**config.mk**
```make
export PLATFORM = sky130hd
export DESIGN_NAME = script_token_lexer
export DESIGN_NICKNAME = d
export VERILOG_FILES = /design/src/rtl/stl_pkg.sv /design/src/rtl/stl_lexer_core.sv /design/src/rtl/stl_out_queue.sv /design/src/rtl/script_token_lexer.sv
export SDC_FILE = /design/constraint.sdc
export NUM_CORES = 1
export LEC_CHECK = 0
export ABC_CLOCK_PERIOD_IN_PS = 19200
export BUFFER_PORTS_ARGS = -buffer_cell sky130_fd_sc_hd__buf_2
export CAP_MARGIN = 5
export CORE_MARGIN = 3
export CORE_UTILIZATION = 60
export DETAILED_ROUTE_END_ITERATION = 12
export MAX_ROUTING_LAYER = met4
export PLACE_DENSITY = 0.78
export SYNTH_ARGS = -nofsm -noshare
export SYNTH_HDL_FRONTEND = slang
export SYNTH_SLANG_ARGS = --single-unit
export TNS_END_PERCENT = 20
```
**constraint.sdc**
```tcl
create_clock -name aclk -period 19.2 [get_ports aclk]
set_input_delay 5.76 -clock aclk [delete_from_list [all_inputs] [get_ports aclk]]
set_output_delay 5.76 -clock aclk [all_outputs]
set_load 0.005 [all_outputs]
```
**src/rtl/stl_pkg.sv**
```systemverilog
// Shared types and character/operator codes for the script token lexer.
package stl_pkg;

    // Output field widths
    localparam int POS_OUT_W = 24;
    localparam int LEN_OUT_W = 16;

    // Token kinds
    localparam logic [2:0] KIND_OP    = 3'd0;
    localparam logic [2:0] KIND_IDENT = 3'd1;
    localparam logic [2:0] KIND_NUM   = 3'd2;
    localparam logic [2:0] KIND_STR   = 3'd3;
    localparam logic [2:0] KIND_SYM   = 3'd4;
    localparam logic [2:0] KIND_END   = 3'd5;

    // Operator codes
    localparam logic [7:0] OP_BIND     = 8'd0;   // :=
    localparam logic [7:0] OP_SET      = 8'd1;   // =
    localparam logic [7:0] OP_EQ       = 8'd2;   // ==
    localparam logic [7:0] OP_NE       = 8'd3;   // !=
    localparam logic [7:0] OP_NOT      = 8'd4;   // !
    localparam logic [7:0] OP_ADD      = 8'd5;   // +
    localparam logic [7:0] OP_SUB      = 8'd6;   // -
    localparam logic [7:0] OP_MUL      = 8'd7;   // *
    localparam logic [7:0] OP_DIV      = 8'd8;   // /
    localparam logic [7:0] OP_GT       = 8'd9;   // >
    localparam logic [7:0] OP_GE       = 8'd10;  // >=
    localparam logic [7:0] OP_LT       = 8'd11;  // <
    localparam logic [7:0] OP_LE       = 8'd12;  // <=
    localparam logic [7:0] OP_LARROW   = 8'd13;  // <-
    localparam logic [7:0] OP_RARROW   = 8'd14;  // ->
    localparam logic [7:0] OP_OR       = 8'd15;  // ||
    localparam logic [7:0] OP_AND      = 8'd16;  // &&

    // Characters
    localparam logic [7:0] CH_EOF    = 8'h00;
    localparam logic [7:0] CH_NL     = 8'h0A;
    localparam logic [7:0] CH_SPACE  = 8'h20;
    localparam logic [7:0] CH_BANG   = 8'h21;
    localparam logic [7:0] CH_QUOTE  = 8'h22;
    localparam logic [7:0] CH_AMP    = 8'h26;
    localparam logic [7:0] CH_STAR   = 8'h2A;
    localparam logic [7:0] CH_PLUS   = 8'h2B;
    localparam logic [7:0] CH_DASH   = 8'h2D;
    localparam logic [7:0] CH_DOT    = 8'h2E;
    localparam logic [7:0] CH_SLASH  = 8'h2F;
    localparam logic [7:0] CH_COLON  = 8'h3A;
    localparam logic [7:0] CH_LT     = 8'h3C;
    localparam logic [7:0] CH_EQ     = 8'h3D;
    localparam logic [7:0] CH_GT     = 8'h3E;
    localparam logic [7:0] CH_UNDER  = 8'h5F;
    localparam logic [7:0] CH_LBRACE = 8'h7B;
    localparam logic [7:0] CH_BAR    = 8'h7C;
    localparam logic [7:0] CH_RBRACE = 8'h7D;

    // One result word
    typedef struct packed {
        logic [2:0]           kind;
        logic [7:0]           code;
        logic [POS_OUT_W-1:0] start_pos;
        logic [LEN_OUT_W-1:0] len;
        logic                 space_before;
        logic                 newline_before;
        logic [POS_OUT_W-1:0] line_no;
        logic                 unterminated;
        logic                 last;
    } tok_t;

    // Results produced by one input byte, oldest in t0
    typedef struct packed {
        logic [1:0] cnt;
        tok_t       t0;
        tok_t       t1;
    } push_t;

endpackage

```
**src/rtl/stl_lexer_core.sv**
```systemverilog
// Lexer state and single-pass next-state logic: one byte in, up to two tokens out.
module stl_lexer_core #(
    parameter int POSITION_BITS = 24,
    parameter int LENGTH_BITS   = 16
) (
    input  logic          aclk,
    input  logic          aresetn,
    input  logic          accept,
    input  logic [7:0]    ch,
    output stl_pkg::push_t push
);
    import stl_pkg::*;

    typedef enum logic [3:0] {
        PH_IDLE, PH_PEND, PH_IDENT, PH_NUM_INT, PH_NUM_FRAC,
        PH_STRING, PH_LINE_COMMENT, PH_BLOCK, PH_BLOCK_DASH
    } phase_t;

    localparam logic [POSITION_BITS-1:0] POS_MAX = '1;
    localparam logic [LENGTH_BITS-1:0]   LEN_MAX = '1;
    localparam logic [LENGTH_BITS-1:0]   LEN_ONE = LENGTH_BITS'(1);
    localparam logic [LENGTH_BITS-1:0]   LEN_TWO = LENGTH_BITS'(2);

    phase_t                   phase_reg, phase_next;
    logic [7:0]               held_reg, held_next;
    logic [POSITION_BITS-1:0] pos_reg, pos_next;
    logic [POSITION_BITS-1:0] line_reg, line_next;
    logic [POSITION_BITS-1:0] start_reg, start_next;
    logic [LENGTH_BITS-1:0]   len_reg, len_next;
    logic                     sp_reg, sp_next;
    logic                     nl_reg, nl_next;
    logic                     ended_reg, ended_next;

    // Working variables of the combinational pass
    logic                     sp, nl;
    logic                     do_flush, do_idle;
    logic                     a_req, b_req;
    logic [2:0]               a_kind, b_kind;
    logic [7:0]               a_code, b_code;
    logic [LENGTH_BITS-1:0]   a_len, b_len;
    logic                     a_unterm;
    logic [POSITION_BITS-1:0] b_start;
    logic [8:0]               pair;
    logic [POSITION_BITS-1:0] pos_inc;
    logic [LENGTH_BITS-1:0]   len_inc;
    logic                     is_word, is_digit, is_alpha;
    tok_t                     tok_a, tok_b;

    function automatic tok_t make_tok(
        input logic [2:0]               kind,
        input logic [7:0]               code,
        input logic [POSITION_BITS-1:0] start,
        input logic [LENGTH_BITS-1:0]   len,
        input logic                     unterm,
        input logic                     f_sp,
        input logic                     f_nl,
        input logic [POSITION_BITS-1:0] line
    );
        tok_t t;
        t.kind           = kind;
        t.code           = code;
        t.start_pos      = POS_OUT_W'(start);
        t.len            = LEN_OUT_W'(len);
        t.space_before   = f_sp;
        t.newline_before = f_nl;
        t.line_no        = POS_OUT_W'(line);
        t.unterminated   = unterm;
        t.last           = 1'b0;
        return t;
    endfunction

    // Two-byte operator from held byte h and next byte c: {valid, code}
    function automatic logic [8:0] pair_op(input logic [7:0] h, input logic [7:0] c);
        logic [8:0] r;
        r = '0;
        case (h)
            CH_COLON: if (c == CH_EQ) r = {1'b1, OP_BIND};
            CH_EQ:    if (c == CH_EQ) r = {1'b1, OP_EQ};
            CH_BANG:  if (c == CH_EQ) r = {1'b1, OP_NE};
            CH_GT:    if (c == CH_EQ) r = {1'b1, OP_GE};
            CH_LT: begin
                if (c == CH_EQ)        r = {1'b1, OP_LE};
                else if (c == CH_DASH) r = {1'b1, OP_LARROW};
            end
            CH_DASH:  if (c == CH_GT)  r = {1'b1, OP_RARROW};
            CH_BAR:   if (c == CH_BAR) r = {1'b1, OP_OR};
            CH_AMP:   if (c == CH_AMP) r = {1'b1, OP_AND};
            default:  r = '0;
        endcase
        return r;
    endfunction

    assign pos_inc  = (pos_reg == POS_MAX) ? pos_reg : pos_reg + 1'b1;
    assign len_inc  = (len_reg == LEN_MAX) ? len_reg : len_reg + 1'b1;
    assign is_digit = ch inside {[8'h30:8'h39]};
    assign is_alpha = ch inside {[8'h41:8'h5A], [8'h61:8'h7A]};
    assign is_word  = is_alpha || is_digit || (ch == CH_UNDER);
    assign pair     = pair_op(held_reg, ch);

    // Next state and emitted tokens for the byte on ch
    always_comb begin
        phase_next = phase_reg;
        held_next  = held_reg;
        pos_next   = pos_reg;
        line_next  = line_reg;
        start_next = start_reg;
        len_next   = len_reg;
        ended_next = ended_reg;
        sp         = sp_reg;
        nl         = nl_reg;
        do_flush   = 1'b0;
        do_idle    = 1'b0;
        a_req      = 1'b0;
        a_kind     = KIND_OP;
        a_code     = '0;
        a_len      = len_reg;
        a_unterm   = 1'b0;
        b_req      = 1'b0;
        b_kind     = KIND_OP;
        b_code     = '0;
        b_len      = LEN_ONE;
        b_start    = pos_reg;
        tok_a      = '0;
        tok_b      = '0;

        if (accept && !ended_reg) begin
            // Per-phase handling of the byte; a zero byte flushes the pending token
            if (ch == CH_EOF) begin
                do_flush = 1'b1;
            end else begin
                case (phase_reg)
                    PH_PEND: begin
                        if (held_reg == CH_DASH && ch == CH_DASH) begin
                            phase_next = PH_LINE_COMMENT;
                            sp = 1'b1;
                        end else if (held_reg == CH_LBRACE && ch == CH_DASH) begin
                            phase_next = PH_BLOCK;
                            sp = 1'b1;
                        end else if (pair[8]) begin
                            b_req      = 1'b1;
                            b_kind     = KIND_OP;
                            b_code     = pair[7:0];
                            b_start    = start_reg;
                            b_len      = LEN_TWO;
                            phase_next = PH_IDLE;
                        end else begin
                            do_flush = 1'b1;
                            do_idle  = 1'b1;
                        end
                    end
                    PH_IDENT: begin
                        if (is_word) begin
                            len_next = len_inc;
                        end else begin
                            do_flush = 1'b1;
                            do_idle  = 1'b1;
                        end
                    end
                    PH_NUM_INT, PH_NUM_FRAC: begin
                        if (is_digit) begin
                            len_next = len_inc;
                        end else if (ch == CH_DOT && phase_reg == PH_NUM_INT) begin
                            len_next   = len_inc;
                            phase_next = PH_NUM_FRAC;
                        end else begin
                            do_flush = 1'b1;
                            do_idle  = 1'b1;
                        end
                    end
                    PH_STRING: begin
                        if (ch == CH_QUOTE) begin
                            b_req      = 1'b1;
                            b_kind     = KIND_STR;
                            b_start    = start_reg;
                            b_len      = len_reg;
                            phase_next = PH_IDLE;
                        end else begin
                            len_next = len_inc;
                        end
                    end
                    PH_LINE_COMMENT: begin
                        if (ch == CH_NL) begin
                            nl = 1'b1;
                            phase_next = PH_IDLE;
                        end
                    end
                    PH_BLOCK, PH_BLOCK_DASH: begin
                        if (phase_reg == PH_BLOCK_DASH && ch == CH_RBRACE) begin
                            sp = 1'b1;
                            phase_next = PH_IDLE;
                        end else if (ch == CH_DASH) begin
                            phase_next = PH_BLOCK_DASH;
                        end else begin
                            if (ch == CH_NL) nl = 1'b1;
                            phase_next = PH_BLOCK;
                        end
                    end
                    default: do_idle = 1'b1;
                endcase
            end

            // Report the pending token as complete
            if (do_flush) begin
                a_req = 1'b1;
                case (phase_reg)
                    PH_PEND: begin
                        a_len = LEN_ONE;
                        case (held_reg)
                            CH_EQ:   a_code = OP_SET;
                            CH_BANG: a_code = OP_NOT;
                            CH_DASH: a_code = OP_SUB;
                            CH_GT:   a_code = OP_GT;
                            CH_LT:   a_code = OP_LT;
                            default: begin
                                a_kind = KIND_SYM;
                                a_code = held_reg;
                            end
                        endcase
                    end
                    PH_IDENT:                a_kind = KIND_IDENT;
                    PH_NUM_INT, PH_NUM_FRAC: a_kind = KIND_NUM;
                    PH_STRING: begin
                        a_kind   = KIND_STR;
                        a_unterm = 1'b1;
                    end
                    default: a_req = 1'b0;
                endcase
                if (a_req) begin
                    tok_a = make_tok(a_kind, a_code, start_reg, a_len, a_unterm,
                                     sp, nl, line_reg);
                    sp = 1'b0;
                    nl = 1'b0;
                end
                phase_next = PH_IDLE;
            end

            // End of input, or a byte seen with nothing pending
            if (ch == CH_EOF) begin
                sp         = 1'b0;
                nl         = 1'b0;
                b_req      = 1'b1;
                b_kind     = KIND_END;
                b_len      = '0;
                ended_next = 1'b1;
            end else if (do_idle) begin
                phase_next = PH_IDLE;
                if (ch == CH_SPACE || (ch inside {[8'h09:8'h0D]})) begin
                    sp = 1'b1;
                    if (ch == CH_NL) nl = 1'b1;
                end else begin
                    start_next = pos_reg;
                    len_next   = LEN_ONE;
                    case (ch)
                        CH_COLON, CH_EQ, CH_DASH, CH_BANG, CH_GT, CH_LT,
                        CH_BAR, CH_AMP, CH_LBRACE: begin
                            phase_next = PH_PEND;
                            held_next  = ch;
                        end
                        CH_PLUS: begin
                            b_req  = 1'b1;
                            b_code = OP_ADD;
                        end
                        CH_STAR: begin
                            b_req  = 1'b1;
                            b_code = OP_MUL;
                        end
                        CH_SLASH: begin
                            b_req  = 1'b1;
                            b_code = OP_DIV;
                        end
                        CH_QUOTE: begin
                            phase_next = PH_STRING;
                            start_next = pos_inc;
                            len_next   = '0;
                        end
                        default: begin
                            if (is_alpha || ch == CH_UNDER) begin
                                phase_next = PH_IDENT;
                            end else if (is_digit) begin
                                phase_next = PH_NUM_INT;
                            end else begin
                                b_req  = 1'b1;
                                b_kind = KIND_SYM;
                                b_code = ch;
                            end
                        end
                    endcase
                end
            end

            if (b_req) begin
                tok_b = make_tok(b_kind, b_code, b_start, b_len, 1'b0, sp, nl, line_reg);
                sp = 1'b0;
                nl = 1'b0;
            end

            // Position and line counters advance after the byte
            if (ch != CH_EOF) begin
                if (ch == CH_NL) begin
                    line_next = (line_reg == POS_MAX) ? line_reg : line_reg + 1'b1;
                end
                pos_next = pos_inc;
            end
        end

        sp_next = sp;
        nl_next = nl;
    end

    // Order the tokens of this byte and mark the final one
    always_comb begin
        push.cnt     = {1'b0, a_req} + {1'b0, b_req};
        push.t0      = a_req ? tok_a : tok_b;
        push.t0.last = !(a_req && b_req);
        push.t1      = tok_b;
        push.t1.last = 1'b1;
    end

    // State registers
    always_ff @(posedge aclk) begin
        if (!aresetn) begin
            phase_reg <= PH_IDLE;
            held_reg  <= '0;
            pos_reg   <= '0;
            line_reg  <= POSITION_BITS'(1);
            start_reg <= '0;
            len_reg   <= '0;
            sp_reg    <= 1'b0;
            nl_reg    <= 1'b0;
            ended_reg <= 1'b0;
        end else begin
            phase_reg <= phase_next;
            held_reg  <= held_next;
            pos_reg   <= pos_next;
            line_reg  <= line_next;
            start_reg <= start_next;
            len_reg   <= len_next;
            sp_reg    <= sp_next;
            nl_reg    <= nl_next;
            ended_reg <= ended_next;
        end
    end

endmodule

```
**src/rtl/stl_out_queue.sv**
```systemverilog
// Four-word result queue taking up to two tokens per cycle and giving one.
module stl_out_queue (
    input  logic           aclk,
    input  logic           aresetn,
    input  stl_pkg::push_t push,
    output logic           room,
    output logic           out_valid,
    input  logic           out_ready,
    output stl_pkg::tok_t  out_tok
);
    import stl_pkg::*;

    localparam int DEPTH = 4;
    localparam int PTR_W = $clog2(DEPTH);
    localparam int CNT_W = $clog2(DEPTH + 1);

    tok_t             mem_reg [DEPTH];
    logic [PTR_W-1:0] wr_ptr_reg, wr_ptr_next;
    logic [PTR_W-1:0] rd_ptr_reg, rd_ptr_next;
    logic [CNT_W-1:0] count_reg, count_next;
    logic             pop;
    logic [PTR_W-1:0] wr_ptr_p1;

    assign out_valid = (count_reg != '0);
    assign out_tok   = mem_reg[rd_ptr_reg];
    assign room      = (count_reg <= CNT_W'(DEPTH - 2));
    assign pop       = out_valid && out_ready;
    assign wr_ptr_p1 = wr_ptr_reg + 1'b1;

    // Pointer and occupancy update
    always_comb begin
        wr_ptr_next = wr_ptr_reg + PTR_W'(push.cnt);
        rd_ptr_next = pop ? rd_ptr_reg + 1'b1 : rd_ptr_reg;
        count_next  = count_reg + CNT_W'(push.cnt) - CNT_W'(pop);
    end

    always_ff @(posedge aclk) begin
        if (!aresetn) begin
            wr_ptr_reg <= '0;
            rd_ptr_reg <= '0;
            count_reg  <= '0;
        end else begin
            wr_ptr_reg <= wr_ptr_next;
            rd_ptr_reg <= rd_ptr_next;
            count_reg  <= count_next;
        end
    end

    // Storage, no reset needed
    always_ff @(posedge aclk) begin
        if (push.cnt != 2'd0) mem_reg[wr_ptr_reg] <= push.t0;
        if (push.cnt == 2'd2) mem_reg[wr_ptr_p1]  <= push.t1;
    end

endmodule

```
**src/rtl/script_token_lexer.sv**
```systemverilog
// Tokens of an accepted byte are registered in the four-word queue before being offered
// on m_axis; a second token from the same byte follows the first, in order.
// Throughput: one source byte per cycle. A byte gives at most two tokens and never more
// than one per byte on average, so with m_axis_tready held high s_axis_tready stays high;
// it drops only when output stalls leave more than two words in the four-word queue.
// Reset: synchronous active-low aresetn clears lexer state (line count to one) and queue.
module script_token_lexer #(
    parameter int POSITION_BITS = 24,
    parameter int LENGTH_BITS   = 16
) (
    input  logic        aclk,
    input  logic        aresetn,
    input  logic        s_axis_tvalid,
    output logic        s_axis_tready,
    input  logic [7:0]  s_axis_tdata,   // [7:0] ch
    output logic        m_axis_tvalid,
    input  logic        m_axis_tready,
    // [7:0] token_code, [31:8] start_pos, [47:32] token_len, [48] space_before,
    // [49] newline_before, [73:50] line_no, [74] unterminated, [79:75] zero
    output logic [79:0] m_axis_tdata,
    output logic [2:0]  m_axis_tuser,   // [2:0] token_kind
    output logic        m_axis_tlast    // last token caused by this byte
);
    import stl_pkg::*;

    push_t push;
    tok_t  out_tok;
    logic  room;
    logic  accept;

    assign s_axis_tready = room;
    assign accept        = s_axis_tvalid && s_axis_tready;

    stl_lexer_core #(
        .POSITION_BITS(POSITION_BITS),
        .LENGTH_BITS  (LENGTH_BITS)
    ) u_core (
        .aclk   (aclk),
        .aresetn(aresetn),
        .accept (accept),
        .ch     (s_axis_tdata),
        .push   (push)
    );

    stl_out_queue u_queue (
        .aclk     (aclk),
        .aresetn  (aresetn),
        .push     (push),
        .room     (room),
        .out_valid(m_axis_tvalid),
        .out_ready(m_axis_tready),
        .out_tok  (out_tok)
    );

    // Pack the token word onto the stream
    assign m_axis_tdata = {5'b0, out_tok.unterminated, out_tok.line_no,
                           out_tok.newline_before, out_tok.space_before,
                           out_tok.len, out_tok.start_pos, out_tok.code};
    assign m_axis_tuser = out_tok.kind;
    assign m_axis_tlast = out_tok.last;

endmodule
```
==> metrics.md <==
| Metric | Value |
|---|---|
| Status | `completed` |
| Pins Over Slew Limit | `0` |
| Cells along the critical path | `buf_2 -> and2_1 -> a221oi_1 -> o22ai_1 -> a21oi_1 -> o31a_2 -> a211oi_4 -> inv_2 -> ha_1 -> or3_1 -> nand2_4 -> buf_4 -> a22oi_2 -> buf_4 -> nor2b_1` |
| CTS tree | `yes` |
| Syn Inst Count | `around 1.8k` |
| Peak supply drop | `76.20 uV` |
| Layout Cells excl Fill | `approximately 2.3k` |
| Fillers | `around 2.6k` |
| Multi-input logic area | `9158 um^2` |
| CP max-delay cell | `a211oi_4` |
| RSZ-0062 raised after global routing | `false` |
| Syn Area/Cell | `between 10 and 15 um^2` |
| Final wirelength | `~56 mm` |
| DP Wirelength | `around 35 mm` |
| Worst-skew pair later-pin latency | `570 ps` |
| Port Buf Inserts | `92` |
| Design area | `23570 um^2` |
| Seq. cell area | `around 12000 um^2` |
| Final Cycle Share | `approximately three fifths` |
| Tightest Hold Check Type | `register to register` |
| Ys Warns | `0` |
| Max Clock Skew | `21.79 ps` |
| Clock slew at reported path FFs | `~60 ps` |
| GRT Total Usage | `between 30% and 40%` |
| R2R depth | `14` |
| Cell variety after synth | `94` |
| First-pass iteration count of the detailed router | `6` |
| Area growth syn-to-layout | `8.947%` |
| Post-Syn Area | `about 22000 um^2` |
| CP Capture Type | `register` |
| First-pass GRT wire length | `about 88 mm` |
| Initial Util | `between 60% and 70%` |
| Post-CTS resize count | `0` |
| Layout cell share with drive strength beyond 1 | `16.40%` |
| Die area | `38370 um^2` |
| Via/cell ratio | `around 6.7` |
| DRC | `0` |
| Cts bufs inserted | `44` |
| Max incr delay on CP | `about 900 ps` |
| Top achievable clock speed | `slightly below 90 MHz` |
| Initial DRC Count | `around 1.7k` |
| Post-synth top area cell | `edfxtp_1` |
| Die H | `a little under 200 um` |
| Async SR Flop Fraction | `0%` |
| Max-Cap Viols | `0` |
| Worst Setup Start Kind | `input pin` |
| ANT nets after route | `0` |
| Max reg flops | `316` |
| Final setup viols | `0` |
| Most frequent CP cell | `buf_4` |
| Largest net degree at the start of global routing | `80` |
| Final Hold Vio Count | `0` |
| Row Count | `between 60 and 70` |
| Leak | `around 7.7 nW` |
| Htree depth | `2` |
| Placer Congestion | `0.9372` |
| Num Clock Sinks | `428` |
| Vias in the first global route | `15.40k` |
| Nets | `around 1.9k` |
| Root Buffer | `clkbuf_16` |
| Hold-critical path depth | `2` |
| Buffers plus inverters on the worst setup path | `4` |
| Slew Limit Headroom | `18.81%` |
| Number of placed instances, taps included | `between 2k and 2.5k` |
| DP Area | `22120 um^2` |
| Crit path from | `s_axis_tdata[2]` |
| P per Cell Area | `102.1 nW/um^2` |
| Routed vias | `approximately 16k` |
| Die X-Extent | `slightly below 200 um` |
| CP delay by family, top | `compound AO/OA/AOI/OAI gates` |
| Routed length per instance | `approximately 24 um` |
| GRT overflow | `0` |
| Commonest non-fill, non-tap cells in the layout | `edfxtp_1 (308), nor2_1 (165), nor2b_1 (142)` |
| Top post-synthesis cells by area | `edfxtp_1 (43%), dfxtp_1 (11%), mux4_2 (8.2%)` |
| Required @ worst endpoint | `approximately 20000 ps` |
| Setup Buffers After CTS | `0` |
| Ports | `a little under 100` |
| Crit path DAT | `about 12000 ps` |
| Crit path max fanout | `64` |
| Measured slew at the worst slew-check pin | `~1200 ps` |
| Main flop type after synthesis | `edfxtp_1` |
| Sequential share of the synthesized area | `53.85%` |
| CP Depth | `15` |
| Period minus WS final | `11200 ps` |
| Post-CTS Hold Buffers | `0` |
| Core area | `35050 um^2` |
| Most common cell after layout, fill and taps aside | `edfxtp_1` |
| Hold_ws | `about 480 ps` |
| Synth Register Bits | `approximately 430` |
| Crit Path Class | `input pin to register` |
| HP Start | `u_queue.mem_reg[2][1]` |
| Post-synth EDFFs | `about 300` |
| Initial antenna violation count | `1` |
| Clk buf depth | `3` |
| TNS Setup | `0 ps` |
| Share of the synthesized area in the top cell type | `roughly 43%` |
| R2r startpoint | `u_core.phase_reg[0]` |
==> final timing paths <==
| check | to | slack, ps |
|---|---|---|
| max | u_queue.mem_reg[0][9] | 8000 |
| min | u_queue.mem_reg[2][1] | 480 |
| max reg2reg | u_queue.mem_reg[0][9] | 12580 |
| min reg2reg | u_queue.mem_reg[2][1] | 480 |
==> tightest hold or removal path: stages, from the launching register on <==
cell and delay [ps]:
dfxtp_1 330, nand2_1 50, o21ai_0 70
==> metal layers <==
layer	share of wire [%]	wire, um	global-route usage, %	up-vias
li1	-	-	-	6965
met1	40	22270	40.96	7762
met2	48	26740	46.08	841
met3	9.5	5326	5.186	117
met4	3.0	1687	10.72	0
met5	0	0	-	-
==> power breakdown <==
part	leakage, nW	internal [mW]	total (mW)	switching (mW)
clock network	0.708	0.501	0.852	0.351
logic	3.01	0.206	0.453	0.246
registers	3.96	1.04	1.10	0.0573
==> final cells by class <==
type	instances	share of cell area [%]
flip-flops and latches	428	49.46
multi-input cells	1234	38.85
clock buffers	67	5.420
repair buffers	114	2.654
well taps	455	2.415
clock inverters	14	0.7113
inverters	27	0.4777
diodes	1	0.01062
==> stage by stage <==
stage	util, %	power, mW	setup WS [ps]
after global routing	67.24	2.500	7569
final	67.24	2.406	8002
after floorplan	-	1.403	7850
after global placement	63.11	1.564	7811
after detailed placement	63.11	1.574	7590
after CTS	67.24	2.420	8142
==> synth_stat cells (5+ instances only) <==
master and n:
o22ai_1 33, a211oi_1 28, buf_6 15, nor2_1 165, edfxtp_1 308, dfxtp_1 120
o21a_1 8, and3_1 16, a21o_1 11, and4_1 5, mux4_2 79, ha_1 9
mux2i_1 10, xor2_1 38, o2bb2ai_1 15, o21ai_0 55, nor3_1 26, nor3b_1 5
o31ai_1 12, nand4_1 28, or3_1 24, clkbuf_1 93, and2_1 15, xnor2_1 28
buf_1 17, inv_1 24, a22oi_1 6, nand3b_1 7, nand2_1 107, a21oi_1 71
nor2b_1 142, nor4_1 12, nand3_1 53, a31oi_1 7, buf_4 8, buf_2 18
or2_2 6, a22o_1 101, nand2b_1 16
==> cells by family (layout without fill, tap and decap cells) <==
family / Yosys count / after routing / synth area share, %
compound gates: 403 / 403 / 13.69
simple gates: 660 / 660 / 16.44
flops: 428 / 428 / 53.85
fa+ha+maj: 10 / 10 / 0.6130
buf+inv: 182 / 222 / 3.979
other cells: 1 / 6 / 0.01733
xor+xnor: 66 / 66 / 2.672
mux: 90 / 90 / 8.738
Power figures use the tool's default switching activity.
